**src/sv/gss_pkg.sv**
```systemverilog
// ============================================================================
// gss_pkg: shared types and constants of the golden-section search sequencer
// Holds fixed-point constants, reset values, codes and the structs that
// travel between the front queue, the back sequencer and the result queue.
// ============================================================================
package gss_pkg;

  localparam int FRAC_BITS = 16;

  localparam logic [31:0] INV_PHI_Q32 = 32'd2654435769;
  localparam logic [63:0] HALF_Q32    = 64'h0000_0000_8000_0000;

  localparam logic signed [31:0] LEFT_RESET  = -(32'sd5 <<< FRAC_BITS);
  localparam logic signed [31:0] RIGHT_RESET = 32'sd5 <<< FRAC_BITS;
  localparam logic [30:0]        TOL_RESET   =
    31'(((64'd1 << FRAC_BITS) + 64'd5000) / 64'd10000);

  localparam logic [1:0] REG_LEFT_START  = 2'd0;
  localparam logic [1:0] REG_RIGHT_START = 2'd1;
  localparam logic [1:0] REG_TOLERANCE   = 2'd2;

  typedef enum logic [1:0] {
    PH_IDLE  = 2'd0,
    PH_LOWER = 2'd1,
    PH_UPPER = 2'd2,
    PH_RUN   = 2'd3
  } phase_t;

  typedef enum logic [1:0] {
    SQ_DECIDE = 2'd0,
    SQ_MUL    = 2'd1,
    SQ_FINISH = 2'd2
  } seq_t;

  typedef enum logic [1:0] {
    UPD_START = 2'd0,
    UPD_LOWER = 2'd1,
    UPD_UPPER = 2'd2
  } upd_t;

  typedef enum logic [1:0] {
    KIND_REQUEST  = 2'd0,
    KIND_PROGRESS = 2'd1,
    KIND_FINAL    = 2'd2
  } res_kind_t;

  typedef enum logic {
    ITEM_START = 1'b0,
    ITEM_VALUE = 1'b1
  } item_kind_t;

  typedef struct packed {
    logic signed [31:0] left_start;
    logic signed [31:0] right_start;
    logic [30:0]        tolerance;
  } cfg_t;

  typedef struct packed {
    item_kind_t         kind;
    logic signed [31:0] value;
  } item_t;

  typedef struct packed {
    logic  valid;
    item_t item;
  } item_src_t;

  typedef struct packed {
    res_kind_t          kind;
    logic signed [31:0] point;
    logic               last;
  } res_t;

  typedef struct packed {
    logic valid;
    res_t res;
  } push_t;

  typedef struct packed {
    logic room;
    logic full;
  } qstat_t;

endpackage

```
**src/sv/gss_front.sv**
```systemverilog
// ============================================================================
// gss_front: request intake queue
// Accepts requests from the input channel, tags each one as a search start
// or a returned objective value, and holds up to two for the sequencer.
// ============================================================================
module gss_front (
  input  logic               clk,
  input  logic               rst_n,
  input  logic               in_tvalid,
  output logic               in_tready,
  input  logic [31:0]        in_tdata,   // objective_value
  input  logic               in_tuser,   // opcode
  output gss_pkg::item_src_t src,
  input  logic               pop
);

  gss_pkg::item_t mem_r [2];
  logic           wr_r, wr_nxt;
  logic           rd_r, rd_nxt;
  logic [1:0]     cnt_r, cnt_nxt;
  logic           accept;
  gss_pkg::item_t item_in;

  always_comb begin
    in_tready     = (cnt_r != 2'd2);
    accept        = in_tvalid && in_tready;
    item_in.kind  = in_tuser ? gss_pkg::ITEM_VALUE : gss_pkg::ITEM_START;
    item_in.value = in_tdata;
    src.valid     = (cnt_r != 2'd0);
    src.item      = mem_r[rd_r];
    wr_nxt        = accept ? ~wr_r : wr_r;
    rd_nxt        = pop ? ~rd_r : rd_r;
    case ({accept, pop})
      2'b10:   cnt_nxt = cnt_r + 2'd1;
      2'b01:   cnt_nxt = cnt_r - 2'd1;
      default: cnt_nxt = cnt_r;
    endcase
  end

  always_ff @(posedge clk) begin
    if (!rst_n) begin
      wr_r  <= 1'b0;
      rd_r  <= 1'b0;
      cnt_r <= 2'd0;
    end else begin
      wr_r  <= wr_nxt;
      rd_r  <= rd_nxt;
      cnt_r <= cnt_nxt;
    end
  end

  always_ff @(posedge clk) begin
    if (accept) begin
      mem_r[wr_r] <= item_in;
    end
  end

endmodule

```
**src/sv/gss_back.sv**
```systemverilog
// ============================================================================
// gss_back: golden-section search sequencer
// Holds the interval, probes and objective values, narrows the interval on
// each returned value and computes new probes with a 1/phi multiplier.
// ============================================================================
module gss_back (
  input  logic               clk,
  input  logic               rst_n,
  input  gss_pkg::cfg_t      cfg,
  input  gss_pkg::item_src_t src,
  output logic               pop,
  input  gss_pkg::qstat_t    stat,
  output gss_pkg::push_t     push
);

  gss_pkg::phase_t    phase_r, phase_nxt;
  gss_pkg::seq_t      seq_r, seq_nxt;
  gss_pkg::upd_t      upd_r, upd_nxt;
  logic               pend_r, pend_nxt;
  logic signed [31:0] left_r, left_nxt;
  logic signed [31:0] right_r, right_nxt;
  logic signed [31:0] lprobe_r, lprobe_nxt;
  logic signed [31:0] uprobe_r, uprobe_nxt;
  logic signed [31:0] lval_r, lval_nxt;
  logic signed [31:0] uval_r, uval_nxt;
  logic [31:0]        mag_r, mag_nxt;
  logic               neg_r, neg_nxt;
  logic [31:0]        prod_r, prod_nxt;

  function automatic logic [31:0] abs_mag(input logic signed [32:0] w);
    logic [32:0] m;
    m = w[32] ? -w : w;
    return m[31:0];
  endfunction

  always_comb begin
    logic signed [32:0] w_start;
    logic signed [32:0] w_now;
    logic signed [32:0] w_new;
    logic signed [32:0] off;
    logic [32:0]        sum;
    logic [32:0]        lo_full;
    logic [32:0]        up_full;
    logic [63:0]        prod_full;
    logic signed [31:0] mid;
    logic signed [31:0] lv;
    logic signed [31:0] uv;

    phase_nxt  = phase_r;
    seq_nxt    = seq_r;
    upd_nxt    = upd_r;
    pend_nxt   = pend_r;
    left_nxt   = left_r;
    right_nxt  = right_r;
    lprobe_nxt = lprobe_r;
    uprobe_nxt = uprobe_r;
    lval_nxt   = lval_r;
    uval_nxt   = uval_r;
    mag_nxt    = mag_r;
    neg_nxt    = neg_r;
    prod_nxt   = prod_r;
    pop        = 1'b0;
    push       = '0;

    w_start = {cfg.right_start[31], cfg.right_start} - {cfg.left_start[31], cfg.left_start};
    w_now   = {right_r[31], right_r} - {left_r[31], left_r};
    sum     = {left_r[31], left_r} + {right_r[31], right_r};
    mid     = sum[32:1];
    w_new   = '0;
    lv      = (phase_r == gss_pkg::PH_RUN && pend_r) ? src.item.value : lval_r;
    uv      = (phase_r == gss_pkg::PH_UPPER || (phase_r == gss_pkg::PH_RUN && !pend_r))
              ? src.item.value : uval_r;

    prod_full = mag_r * gss_pkg::INV_PHI_Q32;
    prod_full = prod_full + gss_pkg::HALF_Q32;
    off       = neg_r ? -$signed({1'b0, prod_r}) : $signed({1'b0, prod_r});
    lo_full   = {right_r[31], right_r} - off;
    up_full   = {left_r[31], left_r} + off;

    case (seq_r)
      gss_pkg::SQ_DECIDE: begin
        if (src.valid && stat.room) begin
          pop = 1'b1;
          if (src.item.kind == gss_pkg::ITEM_START) begin
            left_nxt  = cfg.left_start;
            right_nxt = cfg.right_start;
            mag_nxt   = abs_mag(w_start);
            neg_nxt   = w_start[32];
            upd_nxt   = gss_pkg::UPD_START;
            pend_nxt  = 1'b1;
            phase_nxt = gss_pkg::PH_LOWER;
            seq_nxt   = gss_pkg::SQ_MUL;
          end else begin
            case (phase_r)
              gss_pkg::PH_LOWER: begin
                lval_nxt       = src.item.value;
                pend_nxt       = 1'b0;
                phase_nxt      = gss_pkg::PH_UPPER;
                push.valid     = 1'b1;
                push.res.kind  = gss_pkg::KIND_REQUEST;
                push.res.point = uprobe_r;
                push.res.last  = 1'b1;
              end
              gss_pkg::PH_UPPER, gss_pkg::PH_RUN: begin
                push.valid     = 1'b1;
                push.res.point = mid;
                lval_nxt       = lv;
                uval_nxt       = uv;
                if (w_now > $signed({2'b00, cfg.tolerance})) begin
                  push.res.kind = gss_pkg::KIND_PROGRESS;
                  push.res.last = 1'b0;
                  if (lv < uv) begin
                    right_nxt  = uprobe_r;
                    uprobe_nxt = lprobe_r;
                    uval_nxt   = lv;
                    w_new      = {uprobe_r[31], uprobe_r} - {left_r[31], left_r};
                    upd_nxt    = gss_pkg::UPD_LOWER;
                    pend_nxt   = 1'b1;
                  end else begin
                    left_nxt   = lprobe_r;
                    lprobe_nxt = uprobe_r;
                    lval_nxt   = uv;
                    w_new      = {right_r[31], right_r} - {lprobe_r[31], lprobe_r};
                    upd_nxt    = gss_pkg::UPD_UPPER;
                    pend_nxt   = 1'b0;
                  end
                  mag_nxt   = abs_mag(w_new);
                  neg_nxt   = w_new[32];
                  phase_nxt = gss_pkg::PH_RUN;
                  seq_nxt   = gss_pkg::SQ_MUL;
                end else begin
                  push.res.kind = gss_pkg::KIND_FINAL;
                  push.res.last = 1'b1;
                  phase_nxt     = gss_pkg::PH_IDLE;
                end
              end
              default: begin
              end
            endcase
          end
        end
      end
      gss_pkg::SQ_MUL: begin
        prod_nxt = prod_full[63:32];
        seq_nxt  = gss_pkg::SQ_FINISH;
      end
      gss_pkg::SQ_FINISH: begin
        push.valid    = 1'b1;
        push.res.kind = gss_pkg::KIND_REQUEST;
        push.res.last = 1'b1;
        case (upd_r)
          gss_pkg::UPD_START: begin
            lprobe_nxt     = lo_full[31:0];
            uprobe_nxt     = up_full[31:0];
            push.res.point = lo_full[31:0];
          end
          gss_pkg::UPD_LOWER: begin
            lprobe_nxt     = lo_full[31:0];
            push.res.point = lo_full[31:0];
          end
          default: begin
            uprobe_nxt     = up_full[31:0];
            push.res.point = up_full[31:0];
          end
        endcase
        seq_nxt = gss_pkg::SQ_DECIDE;
      end
      default: begin
        seq_nxt = gss_pkg::SQ_DECIDE;
      end
    endcase
  end

  always_ff @(posedge clk) begin
    if (!rst_n) begin
      phase_r <= gss_pkg::PH_IDLE;
      seq_r   <= gss_pkg::SQ_DECIDE;
      pend_r  <= 1'b0;
    end else begin
      phase_r <= phase_nxt;
      seq_r   <= seq_nxt;
      pend_r  <= pend_nxt;
    end
  end

  always_ff @(posedge clk) begin
    upd_r    <= upd_nxt;
    left_r   <= left_nxt;
    right_r  <= right_nxt;
    lprobe_r <= lprobe_nxt;
    uprobe_r <= uprobe_nxt;
    lval_r   <= lval_nxt;
    uval_r   <= uval_nxt;
    mag_r    <= mag_nxt;
    neg_r    <= neg_nxt;
    prod_r   <= prod_nxt;
  end

endmodule

```
**src/sv/gss_out_queue.sv**
```systemverilog
// ============================================================================
// gss_out_queue: result queue
// Four-entry queue that decouples the sequencer from the output channel and
// reports whether room for the two results of one request is left.
// ============================================================================
module gss_out_queue (
  input  logic            clk,
  input  logic            rst_n,
  input  gss_pkg::push_t  push,
  output gss_pkg::qstat_t stat,
  output logic            out_tvalid,
  input  logic            out_tready,
  output logic [31:0]     out_tdata,  // point
  output logic [1:0]      out_tuser,  // kind
  output logic            out_tlast   // last
);

  gss_pkg::res_t mem_r [4];
  logic [1:0]    wr_r, wr_nxt;
  logic [1:0]    rd_r, rd_nxt;
  logic [2:0]    cnt_r, cnt_nxt;
  logic          take;

  always_comb begin
    out_tvalid = (cnt_r != 3'd0);
    take       = out_tvalid && out_tready;
    out_tdata  = mem_r[rd_r].point;
    out_tuser  = mem_r[rd_r].kind;
    out_tlast  = mem_r[rd_r].last;
    stat.room  = (cnt_r <= 3'd2);
    stat.full  = (cnt_r == 3'd4);
    wr_nxt     = push.valid ? wr_r + 2'd1 : wr_r;
    rd_nxt     = take ? rd_r + 2'd1 : rd_r;
    case ({push.valid, take})
      2'b10:   cnt_nxt = cnt_r + 3'd1;
      2'b01:   cnt_nxt = cnt_r - 3'd1;
      default: cnt_nxt = cnt_r;
    endcase
  end

  always_ff @(posedge clk) begin
    if (!rst_n) begin
      wr_r  <= 2'd0;
      rd_r  <= 2'd0;
      cnt_r <= 3'd0;
    end else begin
      wr_r  <= wr_nxt;
      rd_r  <= rd_nxt;
      cnt_r <= cnt_nxt;
    end
  end

  always_ff @(posedge clk) begin
    if (push.valid) begin
      mem_r[wr_r] <= push.res;
    end
  end

endmodule

```
**src/sv/golden_section_line_search_top.sv**
```systemverilog
// ============================================================================
// golden_section_line_search_top: golden-section search of a 1-D minimum
// Emits points at which the objective is to be evaluated, takes the values
// back and narrows the interval until its width is within the tolerance.
// ============================================================================
// A start request loads the interval from the configuration registers and
// asks for the objective at the two inner probes, one after the other. Each
// later value request narrows the interval, reports the midpoint and asks for
// one new probe, until the final midpoint is sent with tlast set. The
// sequencer handles the value for the first probe, the value that ends a
// search and a value that arrives while no search runs in its decide step
// alone, and takes a start and any other value through decide, multiply and
// probe update, since every new probe needs the registered 32 x 32 bit
// multiply by 1/phi. A request is only decided while the result queue has
// room for two results. A two-entry intake queue takes requests while the
// sequencer works, and a four-entry result queue holds results while the
// output channel stalls.
module golden_section_line_search_top (
  input  logic        clk,
  input  logic        rst_n,
  input  logic        in_tvalid,
  output logic        in_tready,
  input  logic [31:0] in_tdata,   // objective_value
  input  logic        in_tuser,   // opcode
  output logic        out_tvalid,
  input  logic        out_tready,
  output logic [31:0] out_tdata,  // point
  output logic [1:0]  out_tuser,  // kind
  output logic        out_tlast,
  input  logic        cfg_we,
  input  logic [1:0]  cfg_index,
  input  logic [31:0] cfg_wdata
);

  gss_pkg::cfg_t      cfg_r, cfg_nxt;
  gss_pkg::item_src_t src;
  logic               pop;
  gss_pkg::push_t     push;
  gss_pkg::qstat_t    stat;

  always_comb begin
    cfg_nxt = cfg_r;
    if (cfg_we) begin
      case (cfg_index)
        gss_pkg::REG_LEFT_START:  cfg_nxt.left_start  = cfg_wdata;
        gss_pkg::REG_RIGHT_START: cfg_nxt.right_start = cfg_wdata;
        gss_pkg::REG_TOLERANCE:   cfg_nxt.tolerance   = cfg_wdata[30:0];
        default: begin
        end
      endcase
    end
  end

  always_ff @(posedge clk) begin
    if (!rst_n) begin
      cfg_r.left_start  <= gss_pkg::LEFT_RESET;
      cfg_r.right_start <= gss_pkg::RIGHT_RESET;
      cfg_r.tolerance   <= gss_pkg::TOL_RESET;
    end else begin
      cfg_r <= cfg_nxt;
    end
  end

  gss_front u_front (
    .clk       (clk),
    .rst_n     (rst_n),
    .in_tvalid (in_tvalid),
    .in_tready (in_tready),
    .in_tdata  (in_tdata),
    .in_tuser  (in_tuser),
    .src       (src),
    .pop       (pop)
  );

  gss_back u_back (
    .clk   (clk),
    .rst_n (rst_n),
    .cfg   (cfg_r),
    .src   (src),
    .pop   (pop),
    .stat  (stat),
    .push  (push)
  );

  gss_out_queue u_out_queue (
    .clk        (clk),
    .rst_n      (rst_n),
    .push       (push),
    .stat       (stat),
    .out_tvalid (out_tvalid),
    .out_tready (out_tready),
    .out_tdata  (out_tdata),
    .out_tuser  (out_tuser),
    .out_tlast  (out_tlast)
  );

  a_queue_no_overflow: assert property (@(posedge clk) disable iff (!rst_n)
    push.valid |-> !stat.full)
    else $error("Result written into a full queue.");

  a_pop_needs_item: assert property (@(posedge clk) disable iff (!rst_n)
    pop |-> src.valid)
    else $error("Sequencer took a request from an empty intake queue.");

  a_final_is_last: assert property (@(posedge clk) disable iff (!rst_n)
    (out_tvalid && out_tuser == gss_pkg::KIND_FINAL) |-> out_tlast)
    else $error("Final estimate sent without tlast.");

  a_progress_not_last: assert property (@(posedge clk) disable iff (!rst_n)
    (out_tvalid && out_tuser == gss_pkg::KIND_PROGRESS) |-> !out_tlast)
    else $error("Progress midpoint sent with tlast.");

endmodule

```
**config.mk**
```make
export PLATFORM = sky130hd
export DESIGN_NAME = golden_section_line_search_top
export DESIGN_NICKNAME = d
export VERILOG_FILES = /design/src/sv/gss_pkg.sv /design/src/sv/gss_front.sv /design/src/sv/gss_back.sv /design/src/sv/gss_out_queue.sv /design/src/sv/golden_section_line_search_top.sv
export SDC_FILE = /design/constraint.sdc
export NUM_CORES = 2
export LEC_CHECK = 0
export BUFFER_PORTS_ARGS = -buffer_cell sky130_fd_sc_hd__buf_2
export CORE_MARGIN = 2
export CORE_UTILIZATION = 30
export CTS_CLUSTER_SIZE = 12
export DETAILED_ROUTE_END_ITERATION = 10
export GPL_ROUTABILITY_DRIVEN = 0
export PLACE_DENSITY = 0.42
export REMOVE_ABC_BUFFERS = 1
export SETUP_SLACK_MARGIN = 0.05
export SLEW_MARGIN = 0
export SYNTH_ARGS = -nofsm -noshare
export SYNTH_HDL_FRONTEND = slang
export SYNTH_SLANG_ARGS = --single-unit
```
**constraint.sdc**
```tcl
create_clock -name clk -period 12.1 [get_ports clk]
set_input_delay 0 -clock clk [delete_from_list [all_inputs] [get_ports clk]]
set_output_delay 0 -clock clk [all_outputs]
set_load 0.02 [all_outputs]
```
==> results.sh <==
export IMPL_holdWs_ns=0.0692
export IMPL_drive_gt1_share_pct=6.75
export IMPL_rsz0062_at_grt="false"
export IMPL_synth_area_top_cells="edfxtp_1, fa_1, ha_1"
export IMPL_finalCritPeriodShare_pct=80.2
export IMPL_yosys_area_top_type="edfxtp_1"
export IMPL_max_slew_worst_pin_slew_ns=1.37
export IMPL_io_buffers=108
export IMPL_cts_tree="built"
export IMPL_drv_cap=0
export IMPL_rows=161
export IMPL_finalClockSkew_ns=0.0571
export IMPL_htreeDepth=3
export IMPL_synth_edf_count=465
export IMPL_yosys_register_bits=579
export IMPL_crit_family="adder cells"
export IMPL_largestRegisters="u_out_queue.mem_r x140, cfg_r x95, u_front.mem_r x66"
export IMPL_period_minus_slack_ns=9.71
export IMPL_synth_top_cell_area_share_pct=23.9
export IMPL_ant_nets=0
export IMPL_initial_core_util_pct=30.2
export IMPL_syn_to_final_growth_pct=12.5
export IMPL_critPathKind="reg2reg"
export IMPL_max_stage_delay_ns=0.75
export IMPL_top_register="u_out_queue.mem_r"
export IMPL_yosysMostFrequentCell="inv_1"
export IMPL_grt_antenna_before_repair=2
export IMPL_place_area_mm2=0.0619
export IMPL_cts_buffers=77
export IMPL_diodes=0
export IMPL_drtPass1Iterations=5
export IMPL_path_buf_inv=8
export IMPL_grt_pass1_vias=43800
export IMPL_cts_sink_count=579
export IMPL_async_flop_share_pct=0
export IMPL_die_h_um=445
export IMPL_hold_path_class="in2reg"
export IMPL_grt_util_all_layers_pct=19.7
export IMPL_seq_area_frac_synth_pct=27.9
export IMPL_grt_max_degree=72
export IMPL_fin_tns_setup_ns=0
export IMPL_clkTransAtPathRegs_ns=0.05
export IMPL_critPathCaptureType="register"
export IMPL_largest_reg_flops=140
export IMPL_clockBufferDepth=3
export IMPL_clock_tree_root_cell="clkbuf_16"
export IMPL_clk_insertion_delay_late_ns=0.72
export IMPL_synth_ff_type="edfxtp_1"
export IMPL_core_mm2=0.193
export IMPL_netlist_area_mm2=0.0583
export IMPL_ys_top_cells_by_count="inv_1, ha_1, nand2_1"
export IMPL_fin_cells=8731
export IMPL_status="finished, final reports clean"
export IMPL_grt_first_pass_wirelength_um=291000
export IMPL_fp_dieW_um=445
export IMPL_ioPinCount=109
export IMPL_slew_headroom_pct=7.79
export IMPL_grt_overflow=0
export IMPL_fmax_mhz=103
export IMPL_ys_warnings_count=0
export IMPL_drt_initial_drc_count=2974
export IMPL_setup_viol=0
export IMPL_die_area_mm2=0.198
export IMPL_crit_fanout=10
export IMPL_critPathRequiredTime_ns=12.54
export IMPL_numPlacedInstances=8482
export IMPL_netlist_instances=5983
export IMPL_slowest_stage="o31ai_1"
export IMPL_layout_nets=7398
export IMPL_yosysUniqueCellTypes=91
export IMPL_routed_via_density=4.95
export IMPL_post_cts_buffers=0
export IMPL_syn_area_per_cell_um2=9.75
export IMPL_num_vias=43200
export IMPL_arrival_ns=10.15
export IMPL_startpoint_type="register"
export IMPL_maxSlewViolCount=0
export IMPL_dp_hpwl_um=158000
export IMPL_drt_total_wl_um=195000
export IMPL_wl_per_cell_um=22.4
export IMPL_final_hold_violation_count=0
export IMPL_drc=0
export IMPL_final_area_mm2=0.0656
[through the flow]
stage | util [%] | worst slack, ns
global placement | 32.1 | 2.47
finish | 34.0 | 2.39
CTS | 34.0 | 2.29
detailed placement | 32.1 | 2.33
floorplan | - | 1.05
global route | 34.0 | 1.74
[layout make-up]
cell class | count | area (um2)
inverters | 1001 | 3760
flip-flops and latches | 579 | 16300
multi-input cells | 4218 | 37800
clock inverters | 42 | 546
well taps | 2526 | 3160
clock buffers | 100 | 2120
repair buffers | 265 | 2000
fillers | 19700 | 127000
[layout by cell type (no fill, tap or decap), drive strengths merged, types with 114 or more instances in the layout]
cell / n
mux2i: 140
a21oi: 365
buf: 158
o21ai: 279
a21o: 135
inv: 1004
nand2: 536
ha: 688
fa: 496
nor2: 294
dfxtp: 114
xnor2: 208
edfxtp: 465
[routing by layer]
metal / vias to the layer above / track usage (%) / part of all wire [%]
met5: - / 0 / 0
met2: 899 / 32.1 / 46
met3: 160 / 1.88 / 3.5
met4: 0 / 4.31 / 2.1
li1: 20800 / - / -
met1: 21400 / 28.1 / 48
[cells by family after synthesis]
kind of cell	after synthesis	synth area share (%)
adder cells (fa/ha/maj)	1184	31.8
multiplexers	211	4.46
flip-flops	579	27.9
AO/OA/AOI/OAI	1262	13.8
XOR/XNOR	302	4.57
AND/OR/NAND/NOR	1259	9.88
buffers and inverters	1186	7.68
[what timing repair did]
action,in CTS,in global routing
endpoints found under the hold margin,213,0
gates resized for setup,0,0
setup endpoints to repair,0,0
hold buffers,107,0
[path summary, 6_finish.rpt]
path / slack, ns / cells past startpoint / startpoint / to
max: 2.39 / 30 / u_back.mag_r[5] / u_back.prod_r[29]
min: 0.07 / 2 / in_tdata[19] / u_front.mem_r[1][19]
max reg2reg: 2.39 / 30 / u_back.mag_r[5] / u_back.prod_r[29]
min reg2reg: 0.47 / 2 / cfg_r[30] / cfg_r[30]
Power is not shown: default switching activity piles up to over one toggle a cycle in this logic, so the estimate is an artifact.
